--- config.mk ---
export PLATFORM = sky130hd
export DESIGN_NAME = circular_deque_flat
export DESIGN_NICKNAME = d
export VERILOG_FILES = /design/src/sv/cdq_pkg.sv /design/src/sv/cdq_if.sv /design/src/sv/cdq_regs.sv /design/src/sv/cdq_ctrl.sv /design/src/sv/cdq_dp.sv /design/src/sv/circular_deque.sv /design/src/flat_wrapper.sv
export SDC_FILE = /design/constraint.sdc
export NUM_CORES = 1
export LEC_CHECK = 0
export ABC_CLOCK_PERIOD_IN_PS = 5050
export BUFFER_PORTS_ARGS = -buffer_cell sky130_fd_sc_hd__buf_2
export CAP_MARGIN = 20
export CORE_MARGIN = 3
export CORE_UTILIZATION = 50
export CTS_BUF_LIST = sky130_fd_sc_hd__clkbuf_8
export DETAILED_ROUTE_END_ITERATION = 12
export PLACE_DENSITY = 0.63
export SYNTH_ARGS = -nofsm -noshare
export SYNTH_HDL_FRONTEND = slang
export SYNTH_SLANG_ARGS = --single-unit
--- constraint.sdc ---
create_clock -name clk -period 5.05 [get_ports clk]
set_clock_uncertainty 0.05 [all_clocks]
set_input_delay 0.7575 -clock clk [delete_from_list [all_inputs] [get_ports clk]]
set_output_delay 0.7575 -clock clk [all_outputs]
set_load 0.01 [all_outputs]
--- src/sv/cdq_pkg.sv ---
// ----------------------------------------------------------------------------
// cdq_pkg
// Shared widths, operation and status codes and control types for the
// circular double-ended queue.
// ----------------------------------------------------------------------------
package cdq_pkg;

	// Payload and register widths
	localparam int DATA_W    = 32;
	localparam int OP_W      = 2;
	localparam int ST_W      = 2;
	localparam int CAP_W     = 6;
	localparam int PADDR_W   = 3;
	localparam int PDATA_W   = 32;
	localparam int DEPTH_DEF = 32;

	localparam logic [CAP_W-1:0] CAP_RESET = 6'd32;

	// Register index (byte address / 4)
	localparam logic REG_CAP = 1'b0;

	// Operation codes
	localparam logic [OP_W-1:0] OP_PUSH_REAR  = 2'd0;
	localparam logic [OP_W-1:0] OP_PUSH_FRONT = 2'd1;
	localparam logic [OP_W-1:0] OP_POP_FRONT  = 2'd2;
	localparam logic [OP_W-1:0] OP_POP_REAR   = 2'd3;

	// Result status codes
	localparam logic [ST_W-1:0] ST_OK    = 2'd0;
	localparam logic [ST_W-1:0] ST_FULL  = 2'd1;
	localparam logic [ST_W-1:0] ST_EMPTY = 2'd2;

	// Commands from controller to datapath
	typedef struct packed {
		logic load;   // capture the incoming item
		logic exec;   // carry out the captured operation
	} cdq_cmd_t;

endpackage

--- src/sv/cdq_if.sv ---
// ----------------------------------------------------------------------------
// cdq_in_if / cdq_out_if
// Valid/ready channels for operation items and result items.
// ----------------------------------------------------------------------------
interface cdq_in_if import cdq_pkg::*; ();
	logic                     valid;
	logic                     ready;
	logic [OP_W-1:0]          opcode;
	logic signed [DATA_W-1:0] push_value;

	modport source (output valid, opcode, push_value, input ready);
	modport sink   (input valid, opcode, push_value, output ready);
endinterface

interface cdq_out_if import cdq_pkg::*; ();
	logic                     valid;
	logic                     ready;
	logic [ST_W-1:0]          status;
	logic signed [DATA_W-1:0] pop_value;
	logic [CAP_W-1:0]         occupancy;

	modport source (output valid, status, pop_value, occupancy, input ready);
	modport sink   (input valid, status, pop_value, occupancy, output ready);
endinterface

--- src/sv/cdq_regs.sv ---
// ----------------------------------------------------------------------------
// cdq_regs
// APB register for the capacity in use; clamps it to the store depth and
// flags each write so the datapath can empty the queue.
// ----------------------------------------------------------------------------
module cdq_regs import cdq_pkg::*; #(
	parameter int DEPTH = DEPTH_DEF
) (
	input  logic               clk,
	input  logic               arst_n,
	input  logic               psel,
	input  logic               penable,
	input  logic               pwrite,
	input  logic [PADDR_W-1:0] paddr,
	input  logic [PDATA_W-1:0] pwdata,
	output logic [PDATA_W-1:0] prdata,
	output logic               pready,
	output logic [CAP_W-1:0]   cap,
	output logic               clear
);

	logic [CAP_W-1:0] cap_q;
	logic             wr_en;
	logic             sel_cap;

	assign sel_cap = (paddr[2] == REG_CAP);
	assign wr_en   = psel && penable && pwrite && sel_cap;
	assign pready  = 1'b1;
	assign clear   = wr_en;

	// Hold the capacity register
	always_ff @(posedge clk or negedge arst_n) begin
		if (!arst_n) begin
			cap_q <= CAP_RESET;
		end else if (wr_en) begin
			cap_q <= pwdata[CAP_W-1:0];
		end
	end

	// Read back
	assign prdata = sel_cap ? {{(PDATA_W-CAP_W){1'b0}}, cap_q} : '0;

	// Clamp to 1..DEPTH
	always_comb begin
		if (cap_q == '0) begin
			cap = CAP_W'(1);
		end else if (32'(cap_q) > DEPTH) begin
			cap = CAP_W'(DEPTH);
		end else begin
			cap = cap_q;
		end
	end

endmodule

--- src/sv/cdq_ctrl.sv ---
// ----------------------------------------------------------------------------
// cdq_ctrl
// Sequencer: take an item, carry it out, then present the result until
// the receiver takes it.
// ----------------------------------------------------------------------------
module cdq_ctrl import cdq_pkg::*; (
	input  logic     clk,
	input  logic     arst_n,
	input  logic     in_valid,
	output logic     in_ready,
	output logic     out_valid,
	input  logic     out_ready,
	output cdq_cmd_t cmd
);

	localparam logic [1:0] S_IDLE = 2'd0;
	localparam logic [1:0] S_EXEC = 2'd1;
	localparam logic [1:0] S_OUT  = 2'd2;

	logic [1:0] state_q;
	logic [1:0] state_d;

	assign in_ready  = (state_q == S_IDLE);
	assign out_valid = (state_q == S_OUT);
	assign cmd.load  = in_valid && in_ready;
	assign cmd.exec  = (state_q == S_EXEC);

	// Next state
	always_comb begin
		state_d = state_q;
		case (state_q)
			S_IDLE: begin
				if (in_valid) state_d = S_EXEC;
			end
			S_EXEC: begin
				state_d = S_OUT;
			end
			S_OUT: begin
				if (out_ready) state_d = S_IDLE;
			end
			default: begin
				state_d = S_IDLE;
			end
		endcase
	end

	always_ff @(posedge clk or negedge arst_n) begin
		if (!arst_n) begin
			state_q <= S_IDLE;
		end else begin
			state_q <= state_d;
		end
	end

endmodule

--- src/sv/cdq_dp.sv ---
// ----------------------------------------------------------------------------
// cdq_dp
// Datapath: slot store, front and rear indices, entry count and the
// result registers.
// ----------------------------------------------------------------------------
module cdq_dp import cdq_pkg::*; #(
	parameter int DEPTH = DEPTH_DEF
) (
	input  logic                     clk,
	input  logic                     arst_n,
	input  cdq_cmd_t                 cmd,
	input  logic                     clear,
	input  logic [CAP_W-1:0]         cap,
	input  logic [OP_W-1:0]          opcode,
	input  logic [DATA_W-1:0]        push_value,
	output logic [ST_W-1:0]          status,
	output logic [DATA_W-1:0]        pop_value,
	output logic [CAP_W-1:0]         occupancy
);

	localparam int IDX_W = (DEPTH > 1) ? $clog2(DEPTH) : 1;
	localparam int CW    = ((IDX_W > CAP_W) ? IDX_W : CAP_W) + 1;

	logic [DATA_W-1:0] mem [DEPTH];

	logic [OP_W-1:0]   op_q;
	logic [DATA_W-1:0] val_q;
	logic [IDX_W-1:0]  front_q, rear_q;
	logic [CAP_W-1:0]  count_q;
	logic [ST_W-1:0]   status_q;
	logic              pop_ok_q;
	logic [DATA_W-1:0] rd_data_q;

	logic [IDX_W-1:0]  front_d, rear_d;
	logic [CAP_W-1:0]  count_d;
	logic [ST_W-1:0]   status_d;
	logic              pop_ok_d;
	logic              we, re;
	logic [IDX_W-1:0]  waddr, raddr;

	logic [CW-1:0]     cap_x;
	logic [IDX_W-1:0]  front_inc, front_dec, rear_inc, rear_dec, last_idx;

	// Wrap arithmetic on the indices
	assign cap_x     = CW'(cap);
	assign last_idx  = IDX_W'(cap_x - CW'(1));
	assign front_inc = (CW'(front_q) + CW'(1) == cap_x) ? '0 : front_q + IDX_W'(1);
	assign rear_inc  = (CW'(rear_q) + CW'(1) == cap_x) ? '0 : rear_q + IDX_W'(1);
	assign front_dec = (front_q == '0) ? last_idx : front_q - IDX_W'(1);
	assign rear_dec  = (rear_q == '0) ? last_idx : rear_q - IDX_W'(1);

	// Operation decode and state update
	always_comb begin
		front_d  = front_q;
		rear_d   = rear_q;
		count_d  = count_q;
		status_d = ST_OK;
		pop_ok_d = 1'b0;
		we       = 1'b0;
		re       = 1'b0;
		waddr    = '0;
		raddr    = rear_q;
		case (op_q)
			OP_PUSH_REAR, OP_PUSH_FRONT: begin
				if (count_q == '0) begin
					front_d = '0;
					rear_d  = '0;
					count_d = CAP_W'(1);
					we      = 1'b1;
				end else if (count_q == cap) begin
					status_d = ST_FULL;
				end else if (op_q == OP_PUSH_REAR) begin
					rear_d  = rear_inc;
					waddr   = rear_inc;
					count_d = count_q + CAP_W'(1);
					we      = 1'b1;
				end else begin
					front_d = front_dec;
					waddr   = front_dec;
					count_d = count_q + CAP_W'(1);
					we      = 1'b1;
				end
			end
			OP_POP_FRONT, OP_POP_REAR: begin
				if (count_q == '0) begin
					status_d = ST_EMPTY;
				end else begin
					re       = 1'b1;
					pop_ok_d = 1'b1;
					raddr    = (op_q == OP_POP_FRONT) ? front_q : rear_q;
					count_d  = count_q - CAP_W'(1);
					if (count_q == CAP_W'(1)) begin
						front_d = '0;
						rear_d  = '0;
					end else if (op_q == OP_POP_FRONT) begin
						front_d = front_inc;
					end else begin
						rear_d = rear_dec;
					end
				end
			end
			default: begin
				status_d = ST_OK;
			end
		endcase
	end

	// Capture the item
	always_ff @(posedge clk) begin
		if (cmd.load) begin
			op_q  <= opcode;
			val_q <= push_value;
		end
	end

	// Advance indices and count; a capacity write empties the queue
	always_ff @(posedge clk or negedge arst_n) begin
		if (!arst_n) begin
			front_q <= '0;
			rear_q  <= '0;
			count_q <= '0;
		end else if (clear) begin
			front_q <= '0;
			rear_q  <= '0;
			count_q <= '0;
		end else if (cmd.exec) begin
			front_q <= front_d;
			rear_q  <= rear_d;
			count_q <= count_d;
		end
	end

	// Result registers
	always_ff @(posedge clk) begin
		if (cmd.exec) begin
			status_q <= status_d;
			pop_ok_q <= pop_ok_d;
		end
	end

	// Slot store: write port
	always_ff @(posedge clk) begin
		if (cmd.exec && we) begin
			mem[waddr] <= val_q;
		end
	end

	// Slot store: registered read port
	always_ff @(posedge clk) begin
		if (cmd.exec && re) begin
			rd_data_q <= mem[raddr];
		end
	end

	assign status    = status_q;
	assign pop_value = pop_ok_q ? rd_data_q : '0;
	assign occupancy = count_q;

endmodule

--- src/sv/circular_deque.sv ---
// ----------------------------------------------------------------------------
// circular_deque
// Double-ended queue in a circular slot store with a programmable capacity.
//
// in_ch carries one operation per item: opcode (push rear, push front,
// pop front, pop rear) and push_value. out_ch returns one result per item:
// status (ok, full, empty), pop_value (zero unless a pop succeeded) and
// occupancy after the operation.
// Each item passes the sequencer's accept, execute and present steps in
// turn: the execute step registers the result and uses the store's write
// port or its registered read port, and the present step offers the result.
// A new item is accepted only after out_ch has taken the last result.
// While out_ch stalls the result is held and no new item is accepted.
// The APB register capacity_in_use (address 0) sets the slots in use,
// 0 acting as 1 and values above DEPTH as DEPTH; every write empties the
// queue and must only happen while the block is idle.
// Reset empties the queue and sets the capacity to 32; slot contents are
// not cleared, since only written slots are ever read.
// ----------------------------------------------------------------------------
module circular_deque import cdq_pkg::*; #(
	parameter int DEPTH = DEPTH_DEF
) (
	input  logic               clk,
	input  logic               arst_n,
	cdq_in_if.sink             in_ch,
	cdq_out_if.source          out_ch,
	input  logic               psel,
	input  logic               penable,
	input  logic               pwrite,
	input  logic [PADDR_W-1:0] paddr,
	input  logic [PDATA_W-1:0] pwdata,
	output logic [PDATA_W-1:0] prdata,
	output logic               pready
);

	cdq_cmd_t          cmd;
	logic [CAP_W-1:0]  cap;
	logic              clear;
	logic [DATA_W-1:0] pop_value;

	cdq_regs #(.DEPTH(DEPTH)) u_regs (
		.clk     (clk),
		.arst_n  (arst_n),
		.psel    (psel),
		.penable (penable),
		.pwrite  (pwrite),
		.paddr   (paddr),
		.pwdata  (pwdata),
		.prdata  (prdata),
		.pready  (pready),
		.cap     (cap),
		.clear   (clear)
	);

	cdq_ctrl u_ctrl (
		.clk       (clk),
		.arst_n    (arst_n),
		.in_valid  (in_ch.valid),
		.in_ready  (in_ch.ready),
		.out_valid (out_ch.valid),
		.out_ready (out_ch.ready),
		.cmd       (cmd)
	);

	cdq_dp #(.DEPTH(DEPTH)) u_dp (
		.clk        (clk),
		.arst_n     (arst_n),
		.cmd        (cmd),
		.clear      (clear),
		.cap        (cap),
		.opcode     (in_ch.opcode),
		.push_value (in_ch.push_value),
		.status     (out_ch.status),
		.pop_value  (pop_value),
		.occupancy  (out_ch.occupancy)
	);

	assign out_ch.pop_value = $signed(pop_value);

endmodule

--- src/flat_wrapper.sv ---
// flat-port wrapper written by rule: the top's interface ports become plain ports
module circular_deque_flat import cdq_pkg::*;
#(
	parameter int DEPTH = DEPTH_DEF
)
  (clk, arst_n, psel, penable, pwrite, paddr, pwdata, prdata, pready, in_ch_valid, in_ch_opcode, in_ch_push_value, in_ch_ready, out_ch_valid, out_ch_status, out_ch_pop_value, out_ch_occupancy, out_ch_ready);
  cdq_in_if in_ch_i ();
  cdq_out_if out_ch_i ();
  input  logic clk;
  input  logic arst_n;
  input  logic psel;
  input  logic penable;
  input  logic pwrite;
  input  logic [PADDR_W-1:0] paddr;
  input  logic [PDATA_W-1:0] pwdata;
  output logic [PDATA_W-1:0] prdata;
  output logic pready;
  input wire logic [$bits(in_ch_i.valid)-1:0] in_ch_valid;
  input wire logic [$bits(in_ch_i.opcode)-1:0] in_ch_opcode;
  input wire logic [$bits(in_ch_i.push_value)-1:0] in_ch_push_value;
  output wire logic [$bits(in_ch_i.ready)-1:0] in_ch_ready;
  output wire logic [$bits(out_ch_i.valid)-1:0] out_ch_valid;
  output wire logic [$bits(out_ch_i.status)-1:0] out_ch_status;
  output wire logic [$bits(out_ch_i.pop_value)-1:0] out_ch_pop_value;
  output wire logic [$bits(out_ch_i.occupancy)-1:0] out_ch_occupancy;
  input wire logic [$bits(out_ch_i.ready)-1:0] out_ch_ready;
  assign in_ch_i.valid = in_ch_valid;
  assign in_ch_i.opcode = in_ch_opcode;
  assign in_ch_i.push_value = in_ch_push_value;
  assign in_ch_ready = in_ch_i.ready;
  assign out_ch_valid = out_ch_i.valid;
  assign out_ch_status = out_ch_i.status;
  assign out_ch_pop_value = out_ch_i.pop_value;
  assign out_ch_occupancy = out_ch_i.occupancy;
  assign out_ch_i.ready = out_ch_ready;
  circular_deque #(.DEPTH(DEPTH)) u_core (.clk(clk), .arst_n(arst_n), .in_ch(in_ch_i), .out_ch(out_ch_i), .psel(psel), .penable(penable), .pwrite(pwrite), .paddr(paddr), .pwdata(pwdata), .prdata(prdata), .pready(pready));
endmodule
==> Yosys cells after proc, flatten, opt, wreduce, memory -nomap -nowiden <==
Memories as Yosys holds them, arrays and structs flattened. A register that Yosys moved wholly into a read port is not among the register bits.
Cells that the tools add are included.
{ "word_totals": {"regBits": 61, "mem_bits_rw": 1024, "inputBits": 76, "output_inout_bits": 75, "word_cells": 110, "memories": 1} }
{ "mem_list": {"columns": ["name", "words", "word_bits", "rd", "rd_ports_with_merged_regs", "write_ports", "line", "rtl"], "rows": [
  ["u_core.u_dp.mem", 32, 32, 1, 1, 1, "cdq_dp.sv:24", "logic [DATA_W-1:0] mem [DEPTH];"]
]} }
{ "classes": {"addsub": 9, "n_lt_le_gt_ge": 1, "n_eq_ne": 17, "n_mux": 53, "bitwise": 1, "reduce_logical": 19} }
{ "op_table": {"columns": ["cell", "count"], "rows": [
  ["two-way mux 5 bit", 27],
  ["two-way mux 6 bit", 8],
  ["two-way mux 32 bit", 1],
  ["inequality test 4 x 3 -> 1 bit, second input constant", 5],
  ["one-hot mux 5 bit (2 select lines)", 2],
  ["equality test 6 bit", 3],
  ["subtractor 5 x 1 -> 5 bit, second input constant", 3],
  ["adder 5 x 1 -> 6 bit, second input constant", 2],
  ["logical NOT 6 bit", 2],
  ["one-hot mux 6 bit (2 select lines)", 1],
  ["adder 5 x 1 -> 5 bit, second input constant", 2],
  ["logical NOT 5 bit", 2],
  ["AND reduction 5 bit", 2],
  ["two-way mux 1 bit", 9],
  ["adder 6 x 1 -> 6 bit, second input constant", 1],
  ["equality test 2 bit, second input constant", 3],
  ["equality test 6 x 1 -> 1 bit, second input constant", 1],
  ["greater-than comparator 6 bit, second input constant", 1],
  ["logical AND 1 bit", 6],
  ["two-way mux 2 bit", 3],
  ["one-hot mux 2 bit (3 select lines)", 1],
  ["subtractor 6 x 1 -> 6 bit, second input constant", 1],
  ["equality test 2 x 1 -> 1 bit, second input constant", 2],
  ["logical NOT 2 bit", 2],
  ["other kinds (9)", 10]
]} }

==> Logic depth before layout (Yosys ltp) <==
{ "logic_depth": {"word_depth": 11, "mapped_depth": 13, "ltp_nobuf": 10} }

==> Cells and area by module <==
Synthesis repeated with hierarchy kept, for this count alone.
{ "hier_totals": {"cells_unflattened": 3504, "hier_area_um2": 46560.9} }
{ "modules_own_cells": {"columns": ["mod", "instances", "cells_each", "area_per_inst_um2", "seq_area_each_um2"], "rows": [
  ["cdq_dp", 1, 3438, 45934.1, 33221.9],
  ["cdq_regs", 1, 57, 536.8, 151.4],
  ["cdq_ctrl", 1, 9, 90.1, 50.0]
]} }

==> Worst setup path before layout <==
Ideal clock, no wire load.
{ "synth_timing": {"kind": "register to register", "start": "reg u_core.u_regs.cap_q[1]", "end": "mem u_core.u_dp.mem[15][0] (enable)", "setup_time_ps": 421, "t_arrival_ps": 3885, "required_ps": 4579, "setup_slack_ps": 693, "stages_incl_launch_ff": 13, "n_path_buf": 2, "synth_period_minus_slack_ps": 4357, "cell_sequence": "dfrtp_1 > buf_2 > nor4_2 > o21ai_1 > ha_1 > mux2_2 > a21oi_1 > o211ai_1 > a31o_1 > and3b_1 > nand2b_1 > clkbuf_1 > nor2_1"} }
{ "synth_via": {"elab_chain_cells": 10, "word_cells_on_any_way": 19, "classes_between": "1 x add/sub; 1 x order compare; 2 x eq/ne; 13 x mux; 2 x reduce/logical"} }
{ "synth_lines": {"columns": ["item", "line", "rtl"], "rows": [
  ["start, declared", "cdq_regs.sv:22", "logic [CAP_W-1:0] cap_q;"],
  ["start signal, assigned", "cdq_regs.sv:36", "cap_q <= pwdata[CAP_W-1:0];"],
  ["greater-than comparator 6 bit", "cdq_regs.sv:47", "end else if (32'(cap_q) > DEPTH) begin"],
  ["two-way mux 6 bit", "cdq_regs.sv:47", null],
  ["two-way mux 6 bit *", "cdq_regs.sv:45", "if (cap_q == '0) begin"],
  ["branches (longest 7 deep; another with subtractor 5 x 1 -> 5 bit)", null, null],
  ["end, declared", "cdq_dp.sv:24", null]
]} }
Mark *: on every way between the ends.

==> Worst setup path in the final report <==
{ "layout_timing": {"start": "reg u_core.u_regs.cap_q[1]", "end": "mem u_core.u_dp.mem[23][9] (enable)"} }
Same word-level chain as after synthesis.

==> flow_metrics.py <==
metrics = {
    "worst_setup_path": {
        "timing.rr.start": "u_core.u_regs.cap_q[1]$_DFFE_PN0P_",
        "cp_num_buf_inv": 1,
        "worstPathMaxFanout": 13,
        "worst-endpoint-arrival_ns": 4.84,
        "crit_path_cell_trace": "nor4_2, o21ai_1, ha_1, xnor2_1, o21ai_0, a22o_1, a211oi_1, nand3_1, nor2_4, buf_12",
        "cpMaxStageDelayCell": "nor2_4",
        "timing.critical_path.slowest_cell_delay_ns": 0.66,
        "critical-path-top-delay-family": "simple AND/OR/NAND/NOR gates",
        "worst_setup_path_end_kind": "register",
        "critical_path.startpoint": "u_core.u_regs.cap_q[1]$_DFFE_PN0P_",
        "crit_type": "reg2reg",
        "critPathRequiredTime_ns": 5.51,
        "start_kind": "register",
    },
    "sta": {
        "setup_viol": 0,
        "maxSlewHeadroom_pct": 22.2,
        "tightest_slew_ns": 1.14,
        "setup_repair_after_global_routing_missed_its_margin": "false",
        "hold_viol": 0,
        "timing.setup.tns_ns": 0,
        "timing.final.ws_setup_ns": 0.668,
        "fin_crit_ns": 4.38,
        "fin_hold_ws_ns": 0.0690,
        "period_share_pct": 86.8,
        "timing.fmax_mhz": 228,
        "slew_viol_final": 0,
    },
    "routing": {
        "detail_route.wl_per_cell_um": 25.7,
        "dr_iter_0_viols": 2992,
        "routed_wirelength_mm": 121,
        "vias_per_cell": 5.93,
        "route.vias.total": 27973,
        "detail_route.first_pass.iterations": 5,
        "ant_nets": 0,
        "drt_drc_violations_left": 0,
    },
    "synth": {
        "postSynthAreaPerCell_um2": 13.8,
        "post_synth_arst_share_pct": 2.15,
        "yosys_register_bits": 1117,
        "syn_area_um2": 44400,
        "synth_edf_count": 1093,
        "yosysUniqueCellTypes": 71,
        "part_of_the_yosys_area_used_for_sequential_elements_pct": 75.2,
        "syn_inst": 3230,
        "synth_ff_type": "edfxtp_1",
        "synthesis_warnings": 0,
    },
    "placement": {
        "placed_area_um2": 47200,
        "placedCellCount": 4389,
        "globalplace.congestion": 0.853,
        "portBuffers": 95,
        "dp_hpwl_mm": 69.7,
        "pre_cts_slack_ns": 0.751,
    },
    "global_route": {
        "largest_net_degree_at_the_start_of_global_routing": 101,
        "global_route.usage.total_pct": 25.9,
        "grt_pass1_vias": 27326,
        "antenna_found_initial": 9,
        "grt_first_pass_wirelength_mm": 178,
        "overflow": 0,
    },
    "clocking": {
        "numClockSinks": 1117,
        "cts-resized-gates": 0,
        "tritoncts": "done",
        "clock-root-buffer": "clkbuf_8",
        "cts.clk_slew.worst_paths_ns": 0.06,
        "clockBufferDepth": 3,
        "ctsHtreeMaxLevel": 4,
        "worstSkewPairLatency_ns": 0.84,
        "cts_made_buffers": 176,
    },
    "outcome": {
        "status": "finished, final reports clean",
    },
    "layout": {
        "post-route-util_pct": 58.1,
        "area.growth.synth_to_final_pct": 14.3,
        "nFillCells": 6794,
        "fraction_of_layout_cells_with_a_size_suffix_above_1_pct": 13.9,
        "finalNetCount": 3521,
        "finalInstanceArea_um2": 50800,
        "stdcell_count": 4719,
    },
    "power_and_ir_drop": {
        "power.total_mw": 27.3,
        "power.static_leakage_nw": 17.3,
        "pwr_density_cell_nw_per_um2": 537,
        "ir_drop_uv": 470,
    },
    "floorplan": {
        "dieWidth_um": 304,
        "standard_cell_rows": 108,
        "chipHeight_um": 304,
        "die_area_um2": 92500,
        "io_pins": 151,
        "effective_utilization_at_floorplan_pct": 50.8,
        "core_region_area_um2": 87400,
    },
    "hold_path": {
        "worst_hold_path_type": "in2reg",
        "min_from": "in_ch_push_value[23]",
    },
    "run": {
        "max_cap_violations": 0,
    },
}
==> cells in the mapped netlist (3+ instances only) <==
library cell | number | area [um2]
buf_2 | 102 | 510
inv_1 | 9 | 33.8
and2_1 | 39 | 244
nand2_1 | 880 | 3300
o21ai_1 | 4 | 20.0
nor4_1 | 4 | 25.0
buf_4 | 31 | 233
or2_2 | 5 | 31.3
a211oi_1 | 3 | 22.5
nand2b_1 | 10 | 62.6
o21ai_0 | 21 | 105
a22o_1 | 3 | 26.3
nand4_1 | 164 | 1030
xor2_1 | 13 | 114
nor4b_1 | 3 | 26.3
clkbuf_1 | 81 | 304
a32oi_1 | 96 | 841
and3b_1 | 3 | 26.3
o211ai_1 | 3 | 22.5
a21oi_1 | 12 | 60.1
xnor2_1 | 7 | 61.3
nor2b_1 | 6 | 37.5
and3_1 | 4 | 25.0
a221o_1 | 3 | 30.0
dfrtp_1 | 23 | 576
edfxtp_1 | 1093 | 32800
nor3_1 | 11 | 55.1
mux2i_1 | 106 | 1060
o31ai_1 | 3 | 22.5
buf_1 | 10 | 37.5
a31oi_1 | 36 | 225
nor2_1 | 69 | 259
nand3_1 | 309 | 1550
nand3b_1 | 5 | 37.5
buf_6 | 7 | 78.8
ha_1 | 8 | 100
==> path summary, 6_finish.rpt <==
check	endpoint	slack, ns	depth (start not counted)
setup / recovery	u_core.u_dp.mem[23][9]$_DFFE_PP_	0.67	10
min in group asynchronous	u_core.u_dp.front_q[0]$_DFFE_PN0P_	0.43	2
hold reg to reg	u_core.u_ctrl.state_q[1]$_DFFE_PN0P_	0.54	2
setup reg to reg	u_core.u_dp.mem[23][9]$_DFFE_PP_	0.67	10
hold / removal	u_core.u_dp.val_q[23]$_DFFE_PP_	0.07	1
max in group asynchronous	u_core.u_dp.front_q[3]$_DFFE_PN0P_	4.09	2
==> final cells by class <==
cell class,count,area [um2],share of cell area (%)
clock inverter,126,648,1.28
antenna,1,2.50,0.00492
timing repair buffer,235,2530,4.97
clock buffer,178,2450,4.82
sequential,1117,33400,65.8
tap,1155,1450,2.84
multi-input combinational,1898,10300,20.2
inverter,9,33.8,0.0665
==> power breakdown <==
part           internal (mW)  switching [mW]  total, mW
Clock                   3.39            3.48       6.87
Sequential              11.0           0.428       11.4
Combinational           2.85            6.13       8.98
Total                   17.3            10.0       27.3
==> layer usage <==
layer	up-vias	global-route usage, %	routed length, um
met5	-	0	41
met4	6	7.45	2560
met3	210	4.76	10200
met2	1338	41.6	58400
met1	14011	36.5	49900
li1	12408	-	-
==> worst reg2reg max path, delay by kind of cell, from the launching register on <==
kind | cells | cell delay, ns
adders and majority gates | 1 | 0.29
and+or+nand+nor | 3 | 1.61
AOI/OAI and AO/OA | 4 | 1.03
buffers and inverters | 1 | 0.26
DFF | 1 | 0.50
xor gates and xnor gates | 1 | 0.31
==> repair_timing <==
item / in CTS / in global routing
hold endpoints to repair: 32 / 0
hold buffers: 10 / 0
setup endpoints to repair: 0 / 0
setup buffers: 0 / 0
==> cell usage in the layout (no fill, tap or decap), types with 19 or more instances in the layout <==
master / instances
clkbuf_8: 178
nand2_1: 880
conb_1: 27
a32oi_1: 96
nor2_1: 37
buf_2: 95
a31oi_1: 36
nand4_1: 164
nand3_1: 309
o21ai_0: 19
clkinv_1: 38
nor2_4: 32
inv_1: 67
and2_1: 38
mux2i_1: 104
buf_4: 61
edfxtp_1: 1093
dfrtp_1: 23
buf_12: 54
==> cell families (layout without fill, tap and decap cells) <==
group           Yosys count  after routing  synth area share, %
compound gates          208            208                 3.58
xor+xnor                 22             22                0.484
fa+ha+maj                 8              8                0.225
buf+inv                 240            548                 2.69
flops                  1117           1117                 75.2
mux                     109            109                 2.46
other cells               2             28               0.0169
simple gates           1524           1524                 15.3
==> sequential cells by signal, summed over array words and instances, names as in the netlist <==
name	flops
u_core.u_dp.pop_ok_q	1
u_core.u_dp.front_q	5
u_core.u_dp.rd_data_q	32
u_core.u_dp.status	2
u_core.u_ctrl.state_q	2
u_core.u_dp.op_q	2
u_core.u_dp.occupancy	6
u_core.u_dp.mem	1024
u_core.u_dp.val_q	32
u_core.u_dp.rear_q	5
u_core.u_regs.cap_q	6
(Power assumes the default switching activity.)
